--- config.mk ---
export PLATFORM = sky130hd
export DESIGN_NAME = bracketed_token_span_checker_top
export DESIGN_NICKNAME = d
export VERILOG_FILES = /design/src/rtl/core/btsc_pkg.sv /design/src/rtl/core/bracketed_token_span_checker_top.sv
export SDC_FILE = /design/constraint.sdc
export NUM_CORES = 1
export LEC_CHECK = 0
export BUFFER_PORTS_ARGS = -buffer_cell sky130_fd_sc_hd__buf_2
export CAP_MARGIN = 15
export CORE_AREA = 2 2 162 164
export DETAILED_ROUTE_END_ITERATION = 7
export DIE_AREA = 0 0 164 166
export PLACE_DENSITY = 0.76
export SYNTH_ARGS = -nofsm -noshare
export SYNTH_HDL_FRONTEND = slang
export SYNTH_SLANG_ARGS = --single-unit
export TNS_END_PERCENT = 1
--- constraint.sdc ---
create_clock -name clk_i -period 9.9 [get_ports clk_i]
set_input_delay 0.495 -clock clk_i [delete_from_list [all_inputs] [get_ports clk_i]]
set_output_delay 0.495 -clock clk_i [all_outputs]
set_load 0.01 [all_outputs]
--- src/rtl/core/btsc_pkg.sv ---
// Shared types and constants of the bracketed token span checker.
`timescale 1ns / 1ps
`default_nettype none

package btsc_pkg;

  // Fixed widths of the configuration registers.
  localparam int unsigned CodeW   = 16;  // open / close token registers
  localparam int unsigned LenW    = 12;  // max_length / min_length registers
  localparam int unsigned CountW  = 4;   // excluded_count register
  localparam int unsigned WordW   = 64;  // excluded token words
  localparam int unsigned CfgIdxW = 3;

  // Configuration register indexes.
  typedef enum logic [CfgIdxW-1:0] {
    REG_OPEN_TOKEN     = 3'd0,
    REG_CLOSE_TOKEN    = 3'd1,
    REG_MAX_LENGTH     = 3'd2,
    REG_MAX_LENGTH_EN  = 3'd3,
    REG_MIN_LENGTH     = 3'd4,
    REG_EXCL_COUNT     = 3'd5,
    REG_EXCL_LOW       = 3'd6,
    REG_EXCL_HIGH      = 3'd7
  } cfg_reg_e;

  // Reason a token was rejected.
  typedef enum logic [1:0] {
    CAUSE_NONE      = 2'd0,
    CAUSE_UNMATCHED = 2'd1,
    CAUSE_EXCLUDED  = 2'd2,
    CAUSE_LENGTH    = 2'd3
  } stop_cause_e;

endpackage

`default_nettype wire

--- src/rtl/core/bracketed_token_span_checker_top.sv ---
// Top level of the bracketed token span checker: config, span state and result stage.
`timescale 1ns / 1ps
`default_nettype none

// Bracketed token span checker.
// Input stream (s_axis_*): one token per request; tuser carries start_req, which
// opens a new scan at that token and drops any running scan. Output stream
// (m_axis_*): exactly one result per input request, in order, giving end_valid,
// the span length so far, a stopped flag and the stop cause.
// Configuration: cfg_we_i writes cfg_wdata_i into register cfg_index_i at the
// clock edge; write only while no request is in flight.
// Pipeline: two register stages (input register, result register); a request
// passes from the input register to the result register, which drives m_axis.
// Throughput: one request per cycle while m_axis is not stalled. The span state
// (depth, count, live flag) is updated by one pass of compare and add logic per
// request, so back-to-back requests see each other's state with no bubble.
// Stall: when m_axis_tready is low the result register holds; the input
// register takes one more request only if it is empty, then s_axis_tready drops.
// Reset (rst_ni low, asynchronous): both stages empty, depth and count zero,
// no scan running, registers at their defaults (close token 1, max length
// 4095 but disabled, no excluded slots).
module bracketed_token_span_checker_top #(
  parameter int unsigned TOKEN_BITS     = 16,
  parameter int unsigned EXCLUDED_SLOTS = 8,
  parameter int unsigned SPAN_BITS      = 12,
  localparam int unsigned InW           = ((TOKEN_BITS + 7) / 8) * 8,
  localparam int unsigned OutW          = ((SPAN_BITS + 4 + 7) / 8) * 8
) (
  input  wire logic                          clk_i,
  input  wire logic                          rst_ni,
  // input stream
  input  wire logic                          s_axis_tvalid,
  output logic                               s_axis_tready,
  input  wire logic [InW-1:0]                s_axis_tdata,   // token
  input  wire logic                          s_axis_tuser,   // start_req
  // output stream
  output logic                               m_axis_tvalid,
  input  wire logic                          m_axis_tready,
  output logic [OutW-1:0]                    m_axis_tdata,   // end_valid, span_length,
                                                             // stopped, stop_cause
  // configuration
  input  wire logic                          cfg_we_i,
  input  wire logic [btsc_pkg::CfgIdxW-1:0]  cfg_index_i,
  input  wire logic [btsc_pkg::WordW-1:0]    cfg_wdata_i
);

  localparam int unsigned CodeW  = btsc_pkg::CodeW;
  localparam int unsigned LenW   = btsc_pkg::LenW;
  localparam int unsigned WordW  = btsc_pkg::WordW;
  // compare width wide enough for both the counter and the length registers
  localparam int unsigned CmpW   = (SPAN_BITS > LenW) ? SPAN_BITS : LenW;
  localparam int unsigned SlotsPerWord = WordW / TOKEN_BITS;
  localparam int unsigned NumSlots =
    (EXCLUDED_SLOTS < 2 * SlotsPerWord) ? EXCLUDED_SLOTS : 2 * SlotsPerWord;
  localparam int unsigned SlotIdxW = 5;  // holds any slot index and count up to 16

  // ---------------------------------------------------------------- config
  logic [CodeW-1:0]              open_tok_q, close_tok_q;
  logic [LenW-1:0]               max_len_q, min_len_q;
  logic                          max_len_en_q;
  logic [btsc_pkg::CountW-1:0]   excl_cnt_q;
  logic [WordW-1:0]              excl_lo_q, excl_hi_q;

  always_ff @(posedge clk_i or negedge rst_ni) begin
    if (!rst_ni) begin
      open_tok_q   <= '0;
      close_tok_q  <= CodeW'(1);
      max_len_q    <= '1;
      max_len_en_q <= 1'b0;
      min_len_q    <= '0;
      excl_cnt_q   <= '0;
      excl_lo_q    <= '0;
      excl_hi_q    <= '0;
    end else if (cfg_we_i) begin
      unique case (btsc_pkg::cfg_reg_e'(cfg_index_i))
        btsc_pkg::REG_OPEN_TOKEN:    open_tok_q   <= cfg_wdata_i[CodeW-1:0];
        btsc_pkg::REG_CLOSE_TOKEN:   close_tok_q  <= cfg_wdata_i[CodeW-1:0];
        btsc_pkg::REG_MAX_LENGTH:    max_len_q    <= cfg_wdata_i[LenW-1:0];
        btsc_pkg::REG_MAX_LENGTH_EN: max_len_en_q <= cfg_wdata_i[0];
        btsc_pkg::REG_MIN_LENGTH:    min_len_q    <= cfg_wdata_i[LenW-1:0];
        btsc_pkg::REG_EXCL_COUNT:    excl_cnt_q   <= cfg_wdata_i[btsc_pkg::CountW-1:0];
        btsc_pkg::REG_EXCL_LOW:      excl_lo_q    <= cfg_wdata_i;
        btsc_pkg::REG_EXCL_HIGH:     excl_hi_q    <= cfg_wdata_i;
        default: ;
      endcase
    end
  end

  // ---------------------------------------------------------------- handshake
  logic                  in_valid_q;
  logic [TOKEN_BITS-1:0] in_tok_q;
  logic                  in_start_q;
  logic                  out_valid_q;
  logic [OutW-1:0]       out_data_q;
  logic                  advance;
  logic                  s_accept;
  logic                  step;

  assign advance       = !out_valid_q || m_axis_tready;
  assign s_axis_tready = !in_valid_q || advance;
  assign s_accept      = s_axis_tvalid && s_axis_tready;
  assign step          = in_valid_q && advance;

  // ---------------------------------------------------------------- span logic
  logic [SPAN_BITS-1:0] depth_q, count_q;
  logic                 alive_q;

  logic [SPAN_BITS-1:0] depth_c, count_c, depth_n, count_inc;
  logic                 alive_c;
  logic [TOKEN_BITS-1:0] op_tok, cl_tok;
  logic                 is_op, is_cl, depth_zero;
  logic [NumSlots-1:0]  slot_hit;
  logic                 excl_hit;
  logic [CmpW:0]        cnt_x, depth_x, maxl_x, minl_x, left;
  logic                 lim_rej, cap_rej, unmatched, excluded, reject;
  btsc_pkg::stop_cause_e cause;
  logic                 end_ok;
  logic [SPAN_BITS-1:0] span_out;

  // compare register codes on their low TOKEN_BITS, zero-extended when the token is wider
  if (TOKEN_BITS > CodeW) begin : g_code_ext
    assign op_tok = TOKEN_BITS'(open_tok_q);
    assign cl_tok = TOKEN_BITS'(close_tok_q);
  end else begin : g_code_trunc
    assign op_tok = open_tok_q[TOKEN_BITS-1:0];
    assign cl_tok = close_tok_q[TOKEN_BITS-1:0];
  end

  // parallel match against the excluded slots in use
  for (genvar i = 0; i < NumSlots; i++) begin : g_slot
    localparam int unsigned Pos = (i % SlotsPerWord) * TOKEN_BITS;
    logic [WordW-1:0] word;
    assign word        = (i < SlotsPerWord) ? excl_lo_q : excl_hi_q;
    assign slot_hit[i] = (SlotIdxW'(i) < SlotIdxW'(excl_cnt_q)) &&
                         (word[Pos +: TOKEN_BITS] == in_tok_q);
  end
  assign excl_hit = |slot_hit;

  always_comb begin
    // a start request clears the span before the token is judged
    depth_c    = in_start_q ? '0 : depth_q;
    count_c    = in_start_q ? '0 : count_q;
    alive_c    = in_start_q || alive_q;
    is_op      = (in_tok_q == op_tok);
    is_cl      = (in_tok_q == cl_tok);
    depth_zero = (depth_c == '0);
    count_inc  = count_c + SPAN_BITS'(1);

    cnt_x   = (CmpW + 1)'(count_c);
    depth_x = (CmpW + 1)'(depth_c);
    maxl_x  = (CmpW + 1)'(max_len_q);
    minl_x  = (CmpW + 1)'(min_len_q);
    left    = maxl_x - cnt_x;

    // length limit: already full, or too few tokens left to close the brackets
    lim_rej = max_len_en_q &&
              ((cnt_x >= maxl_x) ||
               (!is_cl && ((left <= depth_x) ||
                           (is_op && (left <= depth_x + (CmpW + 1)'(1))))));
    // counter would overflow
    cap_rej = (count_c == '1);
    unmatched = is_cl && depth_zero && !is_op;
    excluded  = !is_cl && !is_op && depth_zero && excl_hit;

    priority if (!alive_c) begin
      reject = 1'b1;
      cause  = btsc_pkg::CAUSE_NONE;
    end else if (lim_rej || cap_rej) begin
      reject = 1'b1;
      cause  = btsc_pkg::CAUSE_LENGTH;
    end else if (unmatched) begin
      reject = 1'b1;
      cause  = btsc_pkg::CAUSE_UNMATCHED;
    end else if (excluded) begin
      reject = 1'b1;
      cause  = btsc_pkg::CAUSE_EXCLUDED;
    end else begin
      reject = 1'b0;
      cause  = btsc_pkg::CAUSE_NONE;
    end

    // equal open and close codes: close when nested, open at depth zero
    priority if (reject) begin
      depth_n = depth_c;
    end else if (is_cl && !depth_zero) begin
      depth_n = depth_c - SPAN_BITS'(1);
    end else if (is_cl || is_op) begin
      depth_n = depth_c + SPAN_BITS'(1);
    end else begin
      depth_n = depth_c;
    end

    span_out = reject ? count_c : count_inc;
    end_ok   = !reject && (depth_n == '0) &&
               ((min_len_q == '0) || (minl_x <= (CmpW + 1)'(count_inc)));
  end

  // hold state while the result register is stalled
  always_ff @(posedge clk_i or negedge rst_ni) begin
    if (!rst_ni) begin
      depth_q <= '0;
      count_q <= '0;
      alive_q <= 1'b0;
    end else if (step) begin
      depth_q <= depth_n;
      count_q <= span_out;
      alive_q <= alive_c && !reject;
    end
  end

  // ---------------------------------------------------------------- stages
  always_ff @(posedge clk_i or negedge rst_ni) begin
    if (!rst_ni) begin
      in_valid_q  <= 1'b0;
      out_valid_q <= 1'b0;
    end else begin
      in_valid_q  <= s_accept || (in_valid_q && !advance);
      if (advance) begin
        out_valid_q <= in_valid_q;
      end
    end
  end

  always_ff @(posedge clk_i) begin
    if (s_accept) begin
      in_tok_q   <= s_axis_tdata[TOKEN_BITS-1:0];
      in_start_q <= s_axis_tuser;
    end
    if (step) begin
      out_data_q <= OutW'({cause, reject, span_out, end_ok});
    end
  end

  assign m_axis_tvalid = out_valid_q;
  assign m_axis_tdata  = out_data_q;

endmodule

`default_nettype wire
; Word level (Yosys, flattened, before mapping)
; Cells that the tools add are included.
[word_totals]
register_bits = 249
latch_bits = 0
ramBits = 0
rom_bits = 0
inputBits = 89
word_cells = 117
n_memories = 0
[classes]
add_sub_neg = 5
mul = 0
div_mod_pow = 0
order_cmp = 12
n_eq_ne = 18
n_shift = 0
mux = 13
bitwise_logic = 0
reduce_logical = 52
[ops]
columns = operator, count
row1 = equality test 16 bit, 10
row2 = two-way mux 12 bit, 6
row3 = zero test 12 bit, 3
row4 = "adder 12 x 1 -> 12 bit, second input constant", 2
row5 = logical AND 1 bit, 23
row6 = "less-than comparator 3 x 4 -> 1 bit, first input constant", 4
row7 = AND reduction 2 bit, 8
row8 = "adder 12 x 1 -> 13 bit, second input constant", 1
row9 = less-or-equal comparator 13 x 12 -> 1 bit, 1
row10 = less-or-equal comparator 13 bit, 1
row11 = subtractor 12 x 12 -> 13 bit, 1
row12 = "equality test 12 bit, second input constant", 1
row13 = "equality test 3 bit, second input constant", 4
row14 = greater-or-equal comparator 12 bit, 1
row15 = less-or-equal comparator 12 bit, 1
row16 = "subtractor 12 x 1 -> 12 bit, second input constant", 1
row17 = logical OR 1 bit, 9
row18 = "less-than comparator 1 x 4 -> 1 bit, first input constant", 2
row19 = "less-than comparator 2 x 4 -> 1 bit, first input constant", 2
row20 = OR reduction 8 bit, 1
row21 = zero test 1 bit, 7
row22 = "equality test 3 x 2 -> 1 bit, second input constant", 2
row23 = two-way mux 2 bit, 3
row24 = two-way mux 1 bit, 4
row25 = other kinds (2), 2

; Longest topological paths before layout
[logic_depth]
depth_word = 15
depth_mapped = 29
depth_no_buf = 24

; Worst setup path after synthesis
; Ideal clock, no wire load.
[synth_timing]
path_type = reg2reg
from = register in_start_q
to = register out_data_q[0], in the netlist m_axis_tdata[0] (data pin)
arrival_time_ns = 5.219
required_time_ns = 9.750
slack_ns = 4.532
stages_incl_launch_ff = 28
path_buffers = 4
period_less_slack_ns = 5.368
cell_sequence = edfxtp_1 -> buf_2 -> buf_1 -> clkbuf_1 -> nor2b_1 -> inv_1 -> ha_1 -> nor2b_1 -> o31a_1 -> o21ai_0 -> nand2b_1 -> a21o_1 -> a21oi_1 -> o21bai_1 -> a21oi_1 -> xnor2_1 -> ha_1 -> nand3_1 -> nor4_1 -> a21oi_1 -> o31a_1 -> nor3_1 -> o32a_1 -> buf_6 -> nor4_4 -> a2bb2oi_1 -> or4_1 -> nor3_2
[synth_between]
elab_chain_len = 15
[synth_rtl]
columns = item, line
row1 = "start, declared", bracketed_token_span_checker_top.sv:92  ; logic in_start_q;
row2 = "start signal, assigned", bracketed_token_span_checker_top.sv:227  ; in_start_q <= s_axis_tuser;
row3 = "two-way mux 12 bit, on equally long branches", "bracketed_token_span_checker_top.sv:142, bracketed_token_span_checker_top.sv:141"
row4 = subtractor 12 x 12 -> 13 bit or adder 12 x 1 -> 13 bit (tied branches), "bracketed_token_span_checker_top.sv:153, bracketed_token_span_checker_top.sv:159"
row5 = less-or-equal comparator 13 bit, bracketed_token_span_checker_top.sv:159  ; (is_op && (left <= depth_x + (CmpW + 1)'(1))))));
row6 = logical AND 1 bit, bracketed_token_span_checker_top.sv:159
row7 = logical OR 1 bit, bracketed_token_span_checker_top.sv:158  ; (!is_cl && ((left <= depth_x) ||
row8 = logical AND 1 bit, bracketed_token_span_checker_top.sv:158
row9 = logical OR 1 bit, bracketed_token_span_checker_top.sv:157  ; ((cnt_x >= maxl_x) ||
row10 = logical AND 1 bit, bracketed_token_span_checker_top.sv:156  ; lim_rej = max_len_en_q &&
row11 = logical OR 1 bit, bracketed_token_span_checker_top.sv:168  ; end else if (lim_rej || cap_rej) begin
row12 = two-way mux 1 bit, bracketed_token_span_checker_top.sv:168
row13 = two-way mux 1 bit, bracketed_token_span_checker_top.sv:165  ; priority if (!alive_c) begin
row14 = two-way mux 12 bit, bracketed_token_span_checker_top.sv:183  ; priority if (reject) begin
row15 = zero test 12 bit, bracketed_token_span_checker_top.sv:194  ; end_ok = !reject && (depth_n == '0) &&
row16 = logical AND 1 bit, bracketed_token_span_checker_top.sv:194
row17 = logical AND 1 bit (*), bracketed_token_span_checker_top.sv:194
row18 = via end_ok, bracketed_token_span_checker_top.sv:117  ; logic end_ok;
row19 = "end signal, assigned", bracketed_token_span_checker_top.sv:230  ; out_data_q <= OutW'({cause, reject, span_out, end_ok});
row20 = "end, declared", bracketed_token_span_checker_top.sv:94  ; logic [OutW-1:0] out_data_q;
; Mark *: on every way through the listed nets, which the timed path passes. The rest lies on a longest branch.
; A chain may end at the register's enable or synchronous reset.

; Final worst setup path
[layout_timing]
from = register in_start_q
to = register count_q[11]
[layout_between]
elab_chain_len = 12
[layout_rtl]
columns = item, line
row1 = "two-way mux 12 bit, on equally long branches", "bracketed_token_span_checker_top.sv:142, bracketed_token_span_checker_top.sv:141"
row2 = subtractor 12 x 12 -> 13 bit or adder 12 x 1 -> 13 bit (tied branches), "bracketed_token_span_checker_top.sv:153, bracketed_token_span_checker_top.sv:159"
row3 = less-or-equal comparator 13 bit, bracketed_token_span_checker_top.sv:159
row4 = logical AND 1 bit, bracketed_token_span_checker_top.sv:159
row5 = logical OR 1 bit, bracketed_token_span_checker_top.sv:158
row6 = logical AND 1 bit, bracketed_token_span_checker_top.sv:158
row7 = logical OR 1 bit, bracketed_token_span_checker_top.sv:157
row8 = logical AND 1 bit, bracketed_token_span_checker_top.sv:156
row9 = logical OR 1 bit, bracketed_token_span_checker_top.sv:168
row10 = two-way mux 1 bit, bracketed_token_span_checker_top.sv:168
row11 = two-way mux 1 bit, bracketed_token_span_checker_top.sv:165
row12 = two-way mux 12 bit (*), bracketed_token_span_checker_top.sv:193  ; span_out = reject ? count_c : count_inc;
row13 = via span_out[11], bracketed_token_span_checker_top.sv:118  ; logic [SPAN_BITS-1:0] span_out;
row14 = "end signal, assigned", bracketed_token_span_checker_top.sv:206  ; count_q <= span_out;
row15 = "end, declared", bracketed_token_span_checker_top.sv:105  ; logic [SPAN_BITS-1:0] depth_q, count_q;
; Marks and branches as above.

==> flow_summary.html <==
<table>
<tr><th>Metric</th><th>Value</th></tr>
<tr><th colspan="2">Synth</th></tr>
<tr><td>Cell types with the largest area share after synthesis</td><td>dfrtp_1 37%, mux2_2 16%, edfxtp_1 7.2%</td></tr>
<tr><td>Synthesized net count</td><td>1,332</td></tr>
<tr><td>Mux cell area share after synthesis</td><td>16.3%</td></tr>
<tr><td>Count leader, synth</td><td>dfrtp_1</td></tr>
<tr><td>Ys Warns</td><td>0</td></tr>
<tr><td>Dominant combinational cell family by area after synthesis</td><td>multiplexers</td></tr>
<tr><td>Cells after synthesis</td><td>1,190</td></tr>
<tr><td>Post-synth top cells</td><td>203 x dfrtp_1, 194 x mux2_2, 113 x xnor2_1</td></tr>
<tr><td>Synthesized area per cell</td><td>11.6 sq um</td></tr>
<tr><td>Share of synthesized flip-flops with an asynchronous set or reset</td><td>86.7%</td></tr>
<tr><td>Yosys top cell area share</td><td>36.9%</td></tr>
<tr><td>Post-synth EDFFs</td><td>33</td></tr>
<tr><td>Portion of the post-synthesis area used by sequential elements</td><td>46.5%</td></tr>
<tr><td>Number of distinct library cells after synthesis</td><td>63</td></tr>
<tr><td>Simple-Gate Fraction of Synth Area</td><td>10.5%</td></tr>
<tr><td>Post-synth top flop</td><td>dfrtp_1</td></tr>
<tr><td>Synth Area in Adders</td><td>4.87%</td></tr>
<tr><td>Share of the synthesized netlist area taken by xor and xnor gates</td><td>12.8%</td></tr>
<tr><td>Mapped cell area</td><td>13,800 sq um</td></tr>
<tr><td>Flip-flop and latch count after synthesis</td><td>249</td></tr>
<tr><td>Synth area leader</td><td>dfrtp_1</td></tr>
<tr><td>Compound-Gate Fraction of Synth Area</td><td>5.99%</td></tr>
<tr><th colspan="2">Place</th></tr>
<tr><td>Placement-stage worst setup slack</td><td>4100 ps</td></tr>
<tr><td>Global placer's final weighted congestion</td><td>0.889</td></tr>
<tr><td>HPWL after detailed placement</td><td>24,500 um</td></tr>
<tr><td>Number of buffers inserted by port buffering</td><td>106</td></tr>
<tr><th colspan="2">Drt</th></tr>
<tr><td>Final routed wire length divided by cell count</td><td>21.0 um</td></tr>
<tr><td>Wirelength, routed</td><td>34,800 um</td></tr>
<tr><td>Number of vias in the routed layout</td><td>9,724</td></tr>
<tr><td>Starting DRC count in detailed routing</td><td>746</td></tr>
<tr><td>Vias per std cell</td><td>5.88</td></tr>
<tr><td>Remaining antenna violation count</td><td>0</td></tr>
<tr><td>First-pass iteration count of the detailed router</td><td>5</td></tr>
<tr><td>Remaining design rule violation count</td><td>0</td></tr>
<tr><th colspan="2">Cells and area</th></tr>
<tr><td>Layout cells sized above 1</td><td>29.5%</td></tr>
<tr><td>Area growth from synthesis to layout</td><td>13.3%</td></tr>
<tr><td>Final layout net count</td><td>1,442</td></tr>
<tr><td>Antenna diodes</td><td>0</td></tr>
<tr><th colspan="2">Worst setup path</th></tr>
<tr><td>CP Max Fanout</td><td>29</td></tr>
<tr><td>Crit path DAT</td><td>6320 ps</td></tr>
<tr><td>Cell with the largest stage delay on the worst path</td><td>o32a_1</td></tr>
<tr><td>Number of logic stages on the critical path including buffering</td><td>26</td></tr>
<tr><td>Cell repeated most along the worst path</td><td>a21oi_1</td></tr>
<tr><td>Capturing element type of the critical path</td><td>flip-flop</td></tr>
<tr><td>CP bufs+invs</td><td>4</td></tr>
<tr><td>Depth of the most critical reg-to-reg path</td><td>26</td></tr>
<tr><td>Launch point of the worst path</td><td>in_start_q</td></tr>
<tr><td>CP peak stage delay</td><td>530 ps</td></tr>
<tr><td>Type of the worst setup path</td><td>flip-flop to flip-flop</td></tr>
<tr><td>Worst-case register-to-register setup slack</td><td>4020 ps</td></tr>
<tr><td>Crit path required time</td><td>10,340 ps</td></tr>
<tr><td>Sort of element at the start of the critical path</td><td>flip-flop</td></tr>
<tr><td>Worst Setup EP</td><td>count_q[11]</td></tr>
<tr><td>Worst flop-to-flop path endpoint</td><td>count_q[11]</td></tr>
<tr><td>Kind of cell adding the most delay to the critical path</td><td>compound AO/OA/AOI/OAI gates</td></tr>
<tr><td>Launching point of the worst reg2reg path</td><td>in_start_q</td></tr>
<tr><th colspan="2">Job</th></tr>
<tr><td>Max_cap viols</td><td>0</td></tr>
<tr><th colspan="2">Clock network</th></tr>
<tr><td>TritonCTS Sinks</td><td>249</td></tr>
<tr><td>Insertion delay of the later-clocked pin in the worst-skew pair</td><td>560 ps</td></tr>
<tr><td>Number of buffers inserted for hold repair after clock tree synthesis</td><td>1</td></tr>
<tr><td>Clk Tree Root Cell</td><td>clkbuf_16</td></tr>
<tr><td>Postcts setup bufs</td><td>0</td></tr>
<tr><td>Clock buffer depth</td><td>3</td></tr>
<tr><td>Clock tree from TritonCTS</td><td>done</td></tr>
<tr><td>Clk slew on worst S/H paths</td><td>60 ps</td></tr>
<tr><td>Inserted Clock Buffers</td><td>27</td></tr>
<tr><td>Post_cts resized</td><td>0</td></tr>
<tr><td>H-tree depth reported by CTS</td><td>1</td></tr>
<tr><th colspan="2">Power and ir drop</th></tr>
<tr><td>Leakage power</td><td>6.52 nW</td></tr>
<tr><td>Cell area power density</td><td>209 nW/um^2</td></tr>
<tr><td>Peak supply drop</td><td>0.166 mV</td></tr>
<tr><td>Tot Pwr</td><td>3.27 mW</td></tr>
<tr><th colspan="2">Timing</th></tr>
<tr><td>Final worst slack</td><td>4020 ps</td></tr>
<tr><td>Final setup violation count</td><td>0</td></tr>
<tr><td>Final hold violations</td><td>0</td></tr>
<tr><td>Transition time at the pin with the least slew margin</td><td>1110 ps</td></tr>
<tr><td>Final Max Tran Viols</td><td>0</td></tr>
<tr><td>RSZ-0062 raised after global routing</td><td>no</td></tr>
<tr><td>Setup TNS</td><td>0 ps</td></tr>
<tr><td>Rel. slew slack</td><td>25.5%</td></tr>
<tr><td>Maximum clock skew at final layout</td><td>18.3 ps</td></tr>
<tr><td>Maximum achievable frequency</td><td>170 MHz</td></tr>
<tr><td>Period Utilization, post-route</td><td>59.4%</td></tr>
<tr><td>Shortest period the worst path allows</td><td>5880 ps</td></tr>
<tr><th colspan="2">Floorplan</th></tr>
<tr><td>DIE AREA</td><td>27,200 sq um</td></tr>
<tr><td>Core region area</td><td>25,600 sq um</td></tr>
<tr><td>Effective utilization at floorplan</td><td>53.8%</td></tr>
<tr><td>Die H</td><td>166 um</td></tr>
<tr><td>Number of I/O pins</td><td>107</td></tr>
<tr><td>Die X-Extent</td><td>164 um</td></tr>
<tr><td>Site Rows</td><td>59</td></tr>
<tr><th colspan="2">GRT</th></tr>
<tr><td>Antenna violations before repair</td><td>1</td></tr>
<tr><td>Largest net degree at the start of global routing</td><td>82</td></tr>
<tr><td>All-Layer GR Usage</td><td>26.1%</td></tr>
<tr><td>Vias in the first global route</td><td>9,927</td></tr>
<tr><td>Wire length of the first global-routing pass</td><td>55,400 um</td></tr>
<tr><td>Overflow left after global routing</td><td>0</td></tr>
<tr><th colspan="2">Worst hold path</th></tr>
<tr><td>Class of the tightest hold or removal check</td><td>input port to flip-flop</td></tr>
<tr><th colspan="2">Status</th></tr>
<tr><td>Outcome</td><td>finished clean</td></tr>
</table>
[layer usage]
metal  global-route usage (%)  vias to the layer above  wire length, um
met4                     8.85                        0             1080
met2                     40.9                      321            16000
met5                        0                        -                0
li1                         -                     4471                -
met3                     3.80                       77             2030
met1                     37.4                     4855            15700
[worst register-to-register path, stage by stage (launching register included)]
cell and delay (ps):
edfxtp_1 350, buf_4 240, inv_1 430, nand2_1 210
inv_1 120, ha_1 180, nor2b_1 60, o31a_1 270
o21ai_0 160, nand2b_1 100, a21o_1 190, a21oi_1 210
o21bai_1 90, a21oi_1 180, xnor2_1 220, ha_1 300
nand3_1 120, nor4_1 80, a21oi_1 110, o31a_1 150
nor3_1 40, o32a_1 530, nor4_4 430, buf_4 350
nand4_1 170, xor2_1 200, mux2_2 270
[report_power, final]
part | internal [mW] | leakage (nW) | switching, mW
sequential | 1.24 | 2.94 | 0.138
combinational | 0.407 | 3.12 | 0.414
clock | 0.644 | 0.462 | 0.422
[registers in the layout, indices dropped and copies added, names as in the netlist]
name,flops
excl_cnt_q,4
depth_q,12
in_start_q,1
in_valid_q,1
count_q,12
op_tok,16
excl_hi_q,64
max_len_en_q,1
alive_q,1
cl_tok,16
in_tok_q,16
excl_lo_q,64
m_axis_tdata,16
m_axis_tvalid,1
max_len_q,12
min_len_q,12
[logic make-up (layout without fill, tap and decap cells)]
kind of cell	Yosys count	in the layout
buf+inv	86	216
xor+xnor	201	201
simple gates	271	271
mux	200	200
flops	249	249
fa+ha+maj	53	53
compound gates	130	130
[area by class of cell]
| class | instances | area [sq um] |
|---|---|---|
| clock buffer | 37 | 763 |
| timing repair buffer | 132 | 737 |
| inverter | 35 | 131 |
| tap | 335 | 419 |
| multi-input combinational | 855 | 6960 |
| sequential | 249 | 6410 |
| fill | 2024 | 10000 |
| clock inverter | 12 | 176 |
[how the worst min path moves through the flow]
stage	from	to	slack (ps)	depth (start not counted)
3_3_place_gp	alive_q	alive_q	470	2
6_report	s_axis_tdata[6]	in_tok_q[6]	110	1
2_1_floorplan	rst_ni	alive_q	200	0
5_1_grt	s_axis_tdata[6]	in_tok_q[6]	90	1
4_1_cts	s_axis_tdata[6]	in_tok_q[6]	90	1
3_5_place_dp	alive_q	alive_q	490	2
[cell usage in the layout (no fill, tap or decap), types with 7 or more instances in the layout]
cell type,synthesis,final
buf_4,6,25
xnor2_1,113,113
dfstp_2,13,13
ha_1,52,52
and3_1,9,9
inv_1,35,35
a21oi_1,34,34
nand2b_1,11,11
nor2b_1,23,23
nand4_1,31,31
o31ai_1,7,7
nor2_1,39,39
buf_2,7,105
o21ai_0,37,37
mux2_2,194,194
edfxtp_1,33,33
xor2_1,88,88
clkbuf_16,0,27
dfrtp_1,203,203
nand3_1,22,22
nand2_1,63,63
nor3_1,22,21
nor4_1,25,25
[stage by stage]
step / area, sq um / hold WS, ps / std cells / util (%)
floorplan: 13800 / 199 / 1190 / -
global placement: 14700 / 469 / 1605 / 57.2
detailed placement: 14700 / 492 / 1605 / 57.2
CTS: 15600 / 86.6 / 1655 / 60.9
global route: 15600 / 93.8 / 1655 / 60.9
finish: 15600 / 108 / 1655 / 60.9
Note: power is estimated with default switching activity, not from simulation.
